$ cat config.mk
export PLATFORM = sky130hd
export DESIGN_NAME = chip8_timer_tone_unit_top
export DESIGN_NICKNAME = d
export VERILOG_FILES = /design/src/hw/rtl/ttu_pkg.sv /design/src/hw/rtl/chip8_timer_tone_unit_top.sv
export VERILOG_INCLUDE_DIRS = /design/src /design/src/hw/rtl
export SDC_FILE = /design/constraint.sdc
export NUM_CORES = 1
export LEC_CHECK = 0
export ABC_AREA = 1
export BUFFER_PORTS_ARGS = -buffer_cell sky130_fd_sc_hd__buf_2
export CORE_ASPECT_RATIO = 1.1
export CORE_MARGIN = 8
export CORE_UTILIZATION = 65
export DETAILED_ROUTE_END_ITERATION = 16
export PLACE_DENSITY = 0.86
export SKIP_CTS_REPAIR_TIMING = 1
export SLEW_MARGIN = 20
export SYNTH_ARGS = -nofsm -noshare
export SYNTH_HDL_FRONTEND = slang
export SYNTH_SLANG_ARGS = --single-unit
$ cat constraint.sdc
create_clock -name clk -period 23 [get_ports clk]
set_clock_uncertainty 0.15 [all_clocks]
set_input_delay 3.45 -clock clk [delete_from_list [all_inputs] [get_ports clk]]
set_output_delay 3.45 -clock clk [all_outputs]
set_load 0.02 [all_outputs]
$ cat src/hw/rtl/chip8_timer_tone_unit_top_macros.svh
// ----------------------------------------------------------------------------
// Timer tone unit assertion macros
// Shared property wrappers for the checks at the end of the top level.
// ----------------------------------------------------------------------------
`ifndef CHIP8_TIMER_TONE_UNIT_TOP_MACROS_SVH
`define CHIP8_TIMER_TONE_UNIT_TOP_MACROS_SVH

// Same-cycle implication, sampled on clk, off during reset.
`define TTU_ASSERT_IMPL(label, ante, cons, msg) \
	label: assert property (@(posedge clk) disable iff (!arst_n) (ante) |-> (cons)) \
		else $error(msg);

// Next-cycle implication, sampled on clk, off during reset.
`define TTU_ASSERT_NEXT(label, ante, cons, msg) \
	label: assert property (@(posedge clk) disable iff (!arst_n) (ante) |=> (cons)) \
		else $error(msg);

`endif

$ cat src/hw/rtl/ttu_pkg.sv
// ----------------------------------------------------------------------------
// Timer tone unit package
// Codes, reset values, microprogram and sine table builder.
// ----------------------------------------------------------------------------
package ttu_pkg;

	localparam int SINE_INDEX_BITS_DEF = 8;
	localparam int SAMPLE_BITS_DEF     = 16;

	// request function codes
	localparam logic [1:0] FUNC_TICK  = 2'd0;
	localparam logic [1:0] FUNC_SAMP  = 2'd1;
	localparam logic [1:0] FUNC_LDD   = 2'd2;
	localparam logic [1:0] FUNC_LDS   = 2'd3;

	// configuration register indexes
	localparam int CFG_INDEX_BITS = 4;
	localparam logic [CFG_INDEX_BITS-1:0] REG_PHASE_STEP  = 4'd0;
	localparam logic [CFG_INDEX_BITS-1:0] REG_RAMP_GAIN   = 4'd1;
	localparam logic [CFG_INDEX_BITS-1:0] REG_PEAK_VOLUME = 4'd2;
	localparam logic [CFG_INDEX_BITS-1:0] REG_SNAP_LEVEL  = 4'd3;

	localparam logic [31:0] PHASE_STEP_RST  = 32'd42852281;
	localparam logic [15:0] RAMP_GAIN_RST   = 16'd655;
	localparam logic [14:0] PEAK_VOLUME_RST = 15'd16384;
	localparam logic [14:0] SNAP_LEVEL_RST  = 15'd3;

	localparam logic [14:0] LEVEL_MAX = 15'h7fff;

	// microprogram addresses
	localparam int UPC_BITS = 3;
	localparam logic [UPC_BITS-1:0] UPC_IDLE = 3'd0;
	localparam logic [UPC_BITS-1:0] UPC_TICK = 3'd1;
	localparam logic [UPC_BITS-1:0] UPC_LDD  = 3'd2;
	localparam logic [UPC_BITS-1:0] UPC_LDS  = 3'd3;
	localparam logic [UPC_BITS-1:0] UPC_S0   = 3'd4;
	localparam logic [UPC_BITS-1:0] UPC_S1   = 3'd5;
	localparam logic [UPC_BITS-1:0] UPC_S2   = 3'd6;
	localparam logic [UPC_BITS-1:0] UPC_S3   = 3'd7;

	typedef enum logic [1:0] {
		J_NEXT     = 2'd0,
		J_RET      = 2'd1,
		J_DISPATCH = 2'd2
	} jump_t;

	typedef enum logic [1:0] {
		T_NONE = 2'd0,
		T_TICK = 2'd1,
		T_LDD  = 2'd2,
		T_LDS  = 2'd3
	} timer_op_t;

	typedef enum logic [1:0] {
		M_NONE = 2'd0,
		M_RAMP = 2'd1,
		M_TONE = 2'd2
	} mul_sel_t;

	typedef struct packed {
		jump_t     jump;
		timer_op_t timer_op;
		mul_sel_t  mul_sel;
		logic      rom_rd;
		logic      lvl_we;
		logic      phase_we;
		logic      out_we;
		logic      samp_out;
	} ucode_t;

	function automatic ucode_t ucode(logic [UPC_BITS-1:0] addr);
		ucode_t w;
		w = '{jump: J_RET, timer_op: T_NONE, mul_sel: M_NONE, default: 1'b0};
		unique case (addr)
			UPC_IDLE: w.jump = J_DISPATCH;
			UPC_TICK: begin
				w.timer_op = T_TICK;
				w.out_we   = 1'b1;
			end
			UPC_LDD: begin
				w.timer_op = T_LDD;
				w.out_we   = 1'b1;
			end
			UPC_LDS: begin
				w.timer_op = T_LDS;
				w.out_we   = 1'b1;
			end
			UPC_S0: begin
				w.jump    = J_NEXT;
				w.mul_sel = M_RAMP;
				w.rom_rd  = 1'b1;
			end
			UPC_S1: begin
				w.jump   = J_NEXT;
				w.lvl_we = 1'b1;
			end
			UPC_S2: begin
				w.jump    = J_NEXT;
				w.mul_sel = M_TONE;
			end
			UPC_S3: begin
				w.phase_we = 1'b1;
				w.out_we   = 1'b1;
				w.samp_out = 1'b1;
			end
			default: w.jump = J_RET;
		endcase
		return w;
	endfunction

	// quarter-wave polynomial constants, fixed point with 28 fraction bits
	localparam logic [63:0] FX_ONE     = 64'd1 << 28;
	localparam logic [63:0] HALF_PI_FX = 64'd421657428;
	localparam logic [63:0] TERM_DIV [6] = '{64'd156, 64'd110, 64'd72, 64'd42, 64'd20, 64'd6};

	// Entry k of a 2**bits entry sine table, amplitude 32767; evaluated at elaboration.
	function automatic logic signed [15:0] sine_entry(int k, int bits);
		int          qb;
		int          quad;
		logic [63:0] mm;
		logic [63:0] m;
		logic [63:0] x;
		logic [63:0] x2;
		logic [63:0] acc;
		logic [63:0] t;
		logic [63:0] s;
		logic [63:0] v;
		logic [15:0] mag;
		qb   = bits - 2;
		quad = k >> qb;
		mm   = 64'(k) & ((64'd1 << qb) - 64'd1);
		m    = quad[0] ? ((64'd1 << qb) - mm) : mm;
		x    = (HALF_PI_FX * m) >> qb;
		x2   = (x * x) >> 28;
		acc  = FX_ONE;
		for (int i = 0; i < 6; i++) begin
			t   = ((x2 * acc) >> 28) / TERM_DIV[i];
			acc = (t >= FX_ONE) ? 64'd0 : FX_ONE - t;
		end
		s = (x * acc) >> 28;
		v = (s * 64'd32767 + (FX_ONE >> 1)) >> 28;
		if (v > 64'd32767)
			v = 64'd32767;
		mag = v[15:0];
		return quad[1] ? -$signed(mag) : $signed(mag);
	endfunction

endpackage

$ cat src/hw/rtl/chip8_timer_tone_unit_top.sv
// ----------------------------------------------------------------------------
// Timer tone unit
// Delay and sound down-counters with an enveloped sine beeper.
// ----------------------------------------------------------------------------
// Each request (func in s_tuser) yields one result on m_tdata. A tick or a
// timer load runs its TICK, LDD or LDS step; a sample request runs a four-step
// microprogram that takes the envelope update and the tone product through one
// shared 17x17 multiplier and a registered sine ROM read. Requests are taken only
// in idle. The result sits in an output register, so a new request is taken
// while it waits; a held result stalls only the final step of the next request.
// Config writes are taken every cycle and are meant for idle periods.
`include "chip8_timer_tone_unit_top_macros.svh"

module chip8_timer_tone_unit_top
	import ttu_pkg::*;
#(
	parameter int SINE_INDEX_BITS = SINE_INDEX_BITS_DEF,
	parameter int SAMPLE_BITS     = SAMPLE_BITS_DEF,
	localparam int OUT_W   = SAMPLE_BITS + 17,
	localparam int TDATA_W = ((OUT_W + 7) / 8) * 8
) (
	input  logic                      clk,
	input  logic                      arst_n,
	input  logic                      s_tvalid,
	output logic                      s_tready,
	input  logic [7:0]                s_tdata,   // load_value
	input  logic [1:0]                s_tuser,   // func
	output logic                      m_tvalid,
	input  logic                      m_tready,
	// sample, delay_value, sound_value, tone_on, zero pad
	output logic [TDATA_W-1:0]        m_tdata,
	input  logic                      cfg_valid,
	output logic                      cfg_ready,
	input  logic [CFG_INDEX_BITS-1:0] cfg_index,
	input  logic [31:0]               cfg_data
);

	localparam int SINE_SIZE = 1 << SINE_INDEX_BITS;
	localparam int SHIFT     = 31 - SAMPLE_BITS;

	logic [31:0]               phase_step_q;
	logic [15:0]               ramp_gain_q;
	logic [14:0]               peak_volume_q;
	logic [14:0]               snap_level_q;
	logic [UPC_BITS-1:0]       upc_q;
	logic [1:0]                func_q;
	logic [7:0]                load_q;
	logic [7:0]                delay_q;
	logic [7:0]                sound_q;
	logic [31:0]               phase_q;
	logic [14:0]               level_q;
	logic signed [15:0]        sine_q;
	logic signed [33:0]        prod_q;
	logic                      out_valid_q;
	logic signed [SAMPLE_BITS-1:0] out_sample_q;
	logic [7:0]                out_delay_q;
	logic [7:0]                out_sound_q;

	ucode_t                    uc;
	logic                      adv;
	logic                      out_load;
	logic [UPC_BITS-1:0]       entry;
	logic [7:0]                delay_nxt;
	logic [7:0]                sound_nxt;
	logic [14:0]               target;
	logic signed [16:0]        mul_a;
	logic signed [16:0]        mul_b;
	logic signed [17:0]        ramp_step;
	logic signed [18:0]        lvl_raw;
	logic [14:0]               lvl_nxt;
	logic signed [15:0]        sine_rom [SINE_SIZE];

	for (genvar k = 0; k < SINE_SIZE; k++) begin : g_rom
		localparam logic signed [15:0] SINE_VAL = sine_entry(k, SINE_INDEX_BITS);
		assign sine_rom[k] = SINE_VAL;
	end

	assign uc        = ucode(upc_q);
	assign s_tready  = (upc_q == UPC_IDLE);
	assign cfg_ready = 1'b1;
	// hold the closing step while the previous result is still unread
	assign adv       = !(uc.out_we && out_valid_q && !m_tready);
	assign out_load  = uc.out_we && adv;

	always_comb begin
		unique case (s_tuser)
			FUNC_TICK: entry = UPC_TICK;
			FUNC_SAMP: entry = UPC_S0;
			FUNC_LDD:  entry = UPC_LDD;
			FUNC_LDS:  entry = UPC_LDS;
			default:   entry = UPC_IDLE;
		endcase
	end

	always_comb begin
		delay_nxt = delay_q;
		sound_nxt = sound_q;
		unique case (uc.timer_op)
			T_TICK: begin
				if (delay_q != 8'd0)
					delay_nxt = delay_q - 8'd1;
				if (sound_q != 8'd0)
					sound_nxt = sound_q - 8'd1;
			end
			T_LDD:   delay_nxt = load_q;
			T_LDS:   sound_nxt = load_q;
			default: ;
		endcase
	end

	// shared multiplier operands: envelope error by gain, or level by sine
	always_comb begin
		target = (sound_q != 8'd0) ? peak_volume_q : 15'd0;
		unique case (uc.mul_sel)
			M_RAMP: begin
				mul_a = $signed({2'b00, target}) - $signed({2'b00, level_q});
				mul_b = $signed({1'b0, ramp_gain_q});
			end
			M_TONE: begin
				mul_a = $signed({2'b00, level_q});
				mul_b = $signed({sine_q[15], sine_q});
			end
			default: begin
				mul_a = '0;
				mul_b = '0;
			end
		endcase
	end

	// floor shift of the ramp product, then snap and clamp
	always_comb begin
		ramp_step = prod_q[33:16];
		lvl_raw   = $signed({4'b0000, level_q}) + $signed({ramp_step[17], ramp_step});
		if (sound_q == 8'd0 && lvl_raw < $signed({4'b0000, snap_level_q}))
			lvl_nxt = 15'd0;
		else if (lvl_raw < 0)
			lvl_nxt = 15'd0;
		else if (lvl_raw > $signed({4'b0000, LEVEL_MAX}))
			lvl_nxt = LEVEL_MAX;
		else
			lvl_nxt = lvl_raw[14:0];
	end

	always_ff @(posedge clk or negedge arst_n) begin
		if (!arst_n) begin
			phase_step_q  <= PHASE_STEP_RST;
			ramp_gain_q   <= RAMP_GAIN_RST;
			peak_volume_q <= PEAK_VOLUME_RST;
			snap_level_q  <= SNAP_LEVEL_RST;
		end else if (cfg_valid) begin
			unique case (cfg_index)
				REG_PHASE_STEP:  phase_step_q  <= cfg_data;
				REG_RAMP_GAIN:   ramp_gain_q   <= cfg_data[15:0];
				REG_PEAK_VOLUME: peak_volume_q <= cfg_data[14:0];
				REG_SNAP_LEVEL:  snap_level_q  <= cfg_data[14:0];
				default: ;
			endcase
		end
	end

	always_ff @(posedge clk or negedge arst_n) begin
		if (!arst_n) begin
			upc_q       <= UPC_IDLE;
			delay_q     <= 8'd0;
			sound_q     <= 8'd0;
			phase_q     <= 32'd0;
			level_q     <= 15'd0;
			out_valid_q <= 1'b0;
		end else begin
			if (adv) begin
				unique case (uc.jump)
					J_NEXT:     upc_q <= upc_q + UPC_BITS'(1);
					J_DISPATCH: upc_q <= s_tvalid ? entry : UPC_IDLE;
					default:    upc_q <= UPC_IDLE;
				endcase
			end
			if (out_load) begin
				delay_q <= delay_nxt;
				sound_q <= sound_nxt;
			end
			if (uc.phase_we && adv)
				phase_q <= phase_q + phase_step_q;
			if (uc.lvl_we)
				level_q <= lvl_nxt;
			if (out_load)
				out_valid_q <= 1'b1;
			else if (m_tready)
				out_valid_q <= 1'b0;
		end
	end

	always_ff @(posedge clk) begin
		if (s_tvalid && s_tready) begin
			func_q <= s_tuser;
			load_q <= s_tdata;
		end
		if (uc.rom_rd)
			sine_q <= sine_rom[phase_q[31 -: SINE_INDEX_BITS]];
		if (uc.mul_sel != M_NONE)
			prod_q <= mul_a * mul_b;
		if (out_load) begin
			out_sample_q <= uc.samp_out ? prod_q[SHIFT +: SAMPLE_BITS] : '0;
			out_delay_q  <= delay_nxt;
			out_sound_q  <= sound_nxt;
		end
	end

	assign m_tvalid = out_valid_q;
	assign m_tdata  = TDATA_W'({(out_sound_q != 8'd0), out_sound_q, out_delay_q, out_sample_q});

	`TTU_ASSERT_IMPL(a_level_range, 1'b1, level_q <= LEVEL_MAX, "envelope level out of range")
	`TTU_ASSERT_IMPL(a_no_overwrite, out_load, !(out_valid_q && !m_tready),
		"result register overwritten before it was taken")
	`TTU_ASSERT_NEXT(a_phase_hold, !(uc.phase_we && adv), $stable(phase_q),
		"phase moved outside a sample request")
	`TTU_ASSERT_NEXT(a_func_match, s_tvalid && s_tready && s_tuser == FUNC_SAMP,
		upc_q == UPC_S0 && func_q == FUNC_SAMP, "sample request not dispatched")

endmodule

==> summary.md, run 1 <==
| Metric | Value |
|---|---|
| Met1 wire length | `32,850 um` |
| Die X | `212.1 um` |
| Internal power | `1.342 mW` |
| Port bufs | `85` |
| Combinational share of power | `0.640` |
| Area after DPL | `28,190 sq um` |
| Final Hold Viols | `0` |
| Lkg Pwr | `14.85 nW` |
| Fin cells | `4,231` |
| Async S/R FF share, synth | `0.6591` |
| Worst skew pair latency | `0.54 ns` |
| Met3 wire length | `9338 um` |
| Worst path bufs/invs | `7` |
| Seq/Total Area, Yosys | `0.2152` |
| Slew margin rel. | `0.2804` |
| DP Wirelength | `68,980 um` |
| Worst hold path type | `register to register` |
| CP delay by family, top | `adder cells` |
| Clock share of power | `0.137` |
| Layout cells sized above 1 | `0.06960` |
| Number of synthesized flops with an enable pin | `75` |
| DRT iter0 DRCs | `2,671` |
| NumNets Final | `4,180` |
| Count of unique library cells instantiated by Yosys | `68` |
| Sw Pwr | `1.602 mW` |
| Pins Over Slew Limit | `0` |
| Site Rows | `79` |
| Met2 routed WL | `40,490 um` |
| Seq pwr share | `0.223` |
| TritonCTS Buffers | `24` |
| CP Launch Type | `register` |
| RSZ-0062 raised after global routing | `false` |
| WL per Instance | `21.25 um` |
| Worst-margin pin slew | `1.076 ns` |
| Synthesis-stage register bit count | `220` |
| Total global routing overflow | `0` |
| Critical path class | `register to register` |
| Critical Path End Type | `register` |
| Core Area | `42,010 sq um` |
| Clock sink count | `220` |
| Synth area leaders | `fa_1 21%, nand2_1 12%, dfrtp_1 11%, inv_1 8.9%, ha_1 8.9%` |
| Dpl cells | `4,187` |
| Detail Route Antenna Nets | `0` |
| Clock transition at path regs | `0.07 ns` |
| WP data required | `23.15 ns` |
| Die height | `231.7 um` |
| Initial core utilization | `0.6542` |
| Final wirelength | `89,910 um` |
| First-pass GRT wire length | `141,000 um` |
| DR top layer | `met5` |
| Die area | `49,120 sq um` |
| Yosys top cell area share | `0.2098` |
| Post-Synthesis Cells | `3,631` |
| Syn Area/Cell | `7.569 sq um` |
| 1st-pass router iterations | `9` |
| CTS tree | `built` |
| Core Util, Final | `0.6905` |
| Switching part of the total power | `0.5443` |
| Total power | `2.944 mW` |
| Max Cap Violations | `0` |
| Crit path DAT | `9.53 ns` |
| Cell taking the most area after synthesis | `fa_1` |
| Cell area after layout | `29,010 sq um` |
| Tmin final | `9.376 ns` |
| Io pins | `94` |
| Top FF cell, synth | `dfrtp_1` |
| Setup violations, final | `0` |
| Pin count of the biggest net entering global routing | `83` |
| Maximum vdd drop | `107.9 uV` |
| Yosys warnings | `0` |
| Vias in the first global route | `25,951` |
| CTS H-tree lvls | `1` |
| Synth top cells by count | `848 x nand2_1, 651 x inv_1, 336 x nor2_1` |
| Initial antenna violation count | `1` |
| Drt drc | `0` |
| Status | `finished, final reports clean` |
| Final GP Congestion | `1.041` |
| CP max FO | `30` |
| Slowest CP cell | `ha_1` |
| Count leader, synth | `nand2_1` |
| Power Density | `101.5 nW/um^2` |
| Clk root buf | `clkbuf_16` |
| CP peak stage delay | `1.00 ns` |
| Final period util | `0.4077` |
| Fmax | `106.7 MHz` |
| Sum Neg Setup Slack | `0 ns` |
| Vias per inst | `6.068` |
| Syn Std Cell Area | `27,480 sq um` |
| Longest Clk Path Bufs | `3` |
| Total track usage | `0.3677` |
| Vias | `25,675` |
| Layout area overhead | `5.550%` |
| N_diodes | `0` |
==> power groups by stage <==
| stage | Combinational [mW] | Sequential (mW) | Clock [mW] |
|---|---|---|---|
| floorplan | 1.24 | 0.648 | 0 |
| global placement | 1.77 | 0.656 | 0 |
| detailed placement | 1.77 | 0.658 | 0 |
| CTS | 1.78 | 0.653 | 0.407 |
| global route | 2.04 | 0.667 | 0.421 |
| finish | 1.88 | 0.657 | 0.404 |
==> cells in the final DEF (no fill, tap or decap), types with 30 or more instances in the layout <==
| master | count |
|---|---|
| a21oi_1 | 174 |
| a31oi_1 | 34 |
| buf_2 | 84 |
| dfrtp_1 | 117 |
| edfxtp_1 | 75 |
| fa_1 | 288 |
| ha_1 | 194 |
| inv_1 | 651 |
| nand2_1 | 848 |
| nand3_1 | 137 |
| nand4_1 | 37 |
| nor2_1 | 334 |
| o211ai_1 | 30 |
| o21ai_0 | 255 |
| xor2_1 | 34 |
==> registers in the layout, summed over array words and instances, names as in the netlist <==
name,count
sound_q,8
upc_q,3
out_sample_q,16
out_delay_q,8
sine_q,16
peak_volume_q,15
ramp_gain_q,16
delay_q,8
m_tvalid,1
snap_level_q,15
phase_q,32
level_q,15
load_q,8
out_sound_q,8
prod_q,19
phase_step_q,32
==> stage by stage <==
step,hold WS [ns],setup slack [ns]
after floorplan,0.3028,15.01
after global placement,0.3158,13.98
after detailed placement,0.3234,13.76
after CTS,0.3398,13.74
after global routing,0.3582,13.02
final,0.3371,13.62
==> area by class of cell <==
class / instances / area (sq um)
flip-flops and latches: 220 / 5916
fillers: 3452 / 13000
clock buffers: 30 / 654.4
multi-input cells: 2635 / 18530
repair buffers: 100 / 544.3
clock inverters: 14 / 158.9
inverters: 665 / 2496
well taps: 567 / 709.4
==> routing by layer <==
metal,global-route usage,vias to the layer above
met5,0,-
met4,0.2414,2
met3,0.08242,457
met2,0.5864,1547
met1,0.4455,12101
li1,-,11568
==> worst register-to-register path: cells and delay by family, from the launching register on <==
family	cells	cell delay (ns)
AO/OA/AOI/OAI	3	0.88
adder cells (fa/ha/maj)	9	4.99
buffers and inverters	7	1.33
flip-flops	1	0.40
AND/OR/NAND/NOR	9	1.38
==> worst paths after layout <==
path	startpoint	to	slack (ns)	cells past startpoint
min reg2reg	peak_volume_q[5]	peak_volume_q[5]	0.34	2
min	peak_volume_q[5]	peak_volume_q[5]	0.34	2
max in group asynchronous	arst_n	delay_q[5]	18.57	2
max	upc_q[1]	prod_q[32]	13.62	28
max reg2reg	upc_q[1]	prod_q[32]	13.62	28
min in group asynchronous	arst_n	phase_q[20]	2.81	1
==> cells by family (layout without fill, tap and decap cells) <==
kind of cell	count (synthesis)	count (layout)	synth area share
AO/OA/AOI/OAI	632	632	0.1346
XOR/XNOR	52	52	0.01657
adder cells (fa/ha/maj)	483	483	0.2986
buffers and inverters	782	809	0.1123
flip-flops	220	220	0.2152
multiplexers	16	16	0.006556
other	2	8	0.0002733
AND/OR/NAND/NOR	1444	1444	0.2159
No activity file was read; power rests on OpenSTA's default activity.
==> run 2: changes to the inputs <==
CORE_UTILIZATION = 59   (was 65)
PLACE_DENSITY = 0.82   (was 0.86)
clock period = 8.2 ns   (was 23 ns; I/O delays follow)
==> run 2 against run 1 <==
Wire length rose by 4.8%. Sequential power grew to 2.8 times the previous value. Sequential share of layout area shrank 0.64 points. Flip-flop and latch count stayed put. Global-route usage decreased by 2.1 points. Register-to-register slack worse by 13 ns. First-iteration DRC count grew 2.5%. Non-clock buffer count rose by 72. Via count rose by 1.1%.
==> summary.md, run 2 (same netlist as run 1, synthesis figures left out) <==
| Metric | Value |
|---|---|
| Status | `finished, final reports clean` |
| Io pins | `94 (unchanged)` |
| Top flop regs | `phase_q: 32 flops, phase_step_q: 32 flops, prod_q: 19 flops` |
| Area after DPL | `28,620 sq um (+1.5%)` |
| Total track usage | `0.3468 (-0.02087)` |
| CP Launch Type | `register` |
| Dpl cells | `4,268 (+1.9%)` |
| Final GP Congestion | `1.042 (+0.13%)` |
| Most frequent cells in the layout | `840 x nand2_1, 650 x inv_1, 325 x nor2_1` |
| Final period util | `0.9719 (+0.5643)` |
| Critical Path End Type | `register` |
| Worst R2R Path Depth | `34 (+21%)` |
| DRT iter0 DRCs | `2,739 (+2.5%)` |
| Longest Clk Path Bufs | `3 (unchanged)` |
| Footprint of the multi-input gates | `18,850 sq um (+1.7%)` |
| Core Area | `46,320 sq um (+10%)` |
| Worst R2R Setup Slack | `0.23 ns (-13.39 ns)` |
| Worst skew pair latency | `0.56 ns (+0.02 ns)` |
| Reg-to-reg endpoint | `prod_q[32]` |
| RSZ-0062 raised after global routing | `true` |
| Final hold slack | `0.3414 ns (+0.004325 ns)` |
| CTS H-tree lvls | `1 (unchanged)` |
| Slew margin rel. | `0.1652 (-0.1152)` |
| Vias | `25,949 (+1.1%)` |
| NumNets Final | `4,253 (+1.7%)` |
| Crit path DAT | `8.14 ns (-1.39 ns)` |
| Vias per inst | `5.986 (-1.4%)` |
| Filler cells | `4,095 (+19%)` |
| Detail Route Antenna Nets | `0 (unchanged)` |
| CTS tree | `built` |
| Lkg Pwr | `15.24 nW (+2.6%)` |
| Slowest CP cell | `fa_2` |
| TritonCTS Buffers | `25 (+4.2%)` |
| Clk root buf | `clkbuf_16` |
| Maximum vdd drop | `372.3 uV (+250%)` |
| Worst hold endpoint | `snap_level_q[4]` |
| 1st-pass router iterations | `8 (-1)` |
| Vias in the first global route | `26,108 (+0.60%)` |
| Worst hold path type | `register to register` |
| Initial antenna violation count | `3 (+2)` |
| DP Wirelength | `71,840 um (+4.2%)` |
| Power Density | `283.3 nW/um^2 (+180%)` |
| Fin cells | `4,335 (+2.5%)` |
| Post-placement setup slack | `-0.1469 ns (-13.90 ns)` |
| Critical path class | `register to register` |
| Reg-to-reg startpoint | `sound_q[1]` |
| WL per Instance | `21.75 um (+2.3%)` |
| Sw Pwr | `4.640 mW (+190%)` |
| Clock transition at path regs | `0.07 ns (about the same)` |
| Final wirelength | `94,270 um (+4.8%)` |
| Total global routing overflow | `0 (unchanged)` |
| First-pass GRT wire length | `146,300 um (+3.7%)` |
| Final Hold Viols | `0 (unchanged)` |
| Pin count of the biggest net entering global routing | `80 (-3.6%)` |
| Final worst setup slack | `0.2301 ns (-13.39 ns)` |
| Die height | `242.4 um (+4.6%)` |
| Layout cells sized above 1 | `0.1035 (+0.03394)` |
| Pins Over Slew Limit | `0 (unchanged)` |
| WP data required | `8.37 ns (-14.78 ns)` |
| Worst-margin pin slew | `1.243 ns (+0.1662 ns)` |
| Die area | `53,750 sq um (+9.4%)` |
| Max Cap Violations | `0 (unchanged)` |
| Combinational share of power | `0.647 (+0.007)` |
| Cells on Worst Hold Path | `2 (unchanged)` |
| Switching part of the total power | `0.5467 (+0.002459)` |
| Cell area after layout | `29,960 sq um (+3.3%)` |
| Seq pwr share | `0.219 (-0.004)` |
| FF+latch area | `5917 sq um (about the same)` |
| Initial core utilization | `0.5933 (-0.06084)` |
| Internal power | `3.847 mW (+190%)` |
| CP peak stage delay | `0.63 ns (-0.37 ns)` |
| Drt drc | `0 (unchanged)` |
| Hold path startpoint | `snap_level_q[4]` |
| Total power | `8.487 mW (+190%)` |
| Die X | `221.8 um (+4.6%)` |
| CP max FO | `7 (-77%)` |
| Site Rows | `83 (+5.1%)` |
| Clock sink count | `220 (unchanged)` |
| Layout area overhead | `9.006%` |
| Clock share of power | `0.134 (-0.003)` |
| Setup violations, final | `0 (unchanged)` |
| Tmin final | `7.970 ns (-1.406 ns)` |
| Fmax | `125.5 MHz (+18%)` |
| Commonest non-fill, non-tap cell in the layout | `nand2_1` |
| Port bufs | `85 (unchanged)` |
-- run 2: cell count changes in the layout (fill, tap and decap cells not counted), moves of 9 or more --
| cell | delta |
|---|---|
| ha_1 | -14 |
| a21oi_1 | -9 |
| nor2_1 | -9 |
| a21oi_2 | +9 |
| buf_4 | +68 |
| nor2_2 | +9 |
-- run 2: metrics by stage --
step / utilization / TNS (ns)
floorplan: - / 0
global placement: 0.6180 / 0
detailed placement: 0.6180 / -0.2610
CTS: 0.6359 / -0.2482
global route: 0.6467 / -0.3713
finish: 0.6468 / 0
-- run 2: cell type report --
| class | count | area share |
|---|---|---|
| clock inverter | 11 | 0.003508 |
| clock buffer | 35 | 0.02418 |
| timing repair buffer | 172 | 0.03730 |
| sequential | 220 | 0.1975 |
| tap | 595 | 0.02485 |
| antenna | 2 | 0.0001671 |
| inverter | 665 | 0.08333 |
| multi-input combinational | 2635 | 0.6291 |
-- run 2: power by group through the flow --
stage / sequential [mW] / combinational, mW / clock (mW)
6_report: 1.86 / 5.49 / 1.14
5_1_grt: 1.88 / 5.94 / 1.20
4_1_cts: 1.85 / 5.10 / 1.15
3_5_place_dp: 1.87 / 5.07 / 0
3_3_place_gp: 1.86 / 5.08 / 0
2_1_floorplan: 1.82 / 3.48 / 0
-- run 2: worst max path at each step --
stage	startpoint	end	slack, ns	cells after the start
6_report	sound_q[1]	prod_q[32]	0.23	34
3_5_place_dp	sound_q[1]	prod_q[32]	-0.15	33
2_1_floorplan	sound_q[0]	prod_q[32]	0.21	33
3_3_place_gp	sound_q[1]	prod_q[32]	0.10	33
4_1_cts	sound_q[1]	prod_q[32]	-0.14	33
5_1_grt	sound_q[1]	prod_q[32]	-0.07	34
-- run 2: critical path: cells and delay by family, from the launching register on --
family          cells  cell delay [ns]
buf+inv             6             0.62
flops               1             0.40
compound gates      6             1.17
fa+ha+maj           9             4.04
simple gates       13             1.33
-- run 2: metal layers --
layer	routed length (um)	track usage	vias to the layer above
li1	-	-	11715
met1	33720	0.3996	12299
met2	43080	0.5587	1482
met3	8627	0.07845	449
met4	8811	0.2662	4
met5	27	0	-
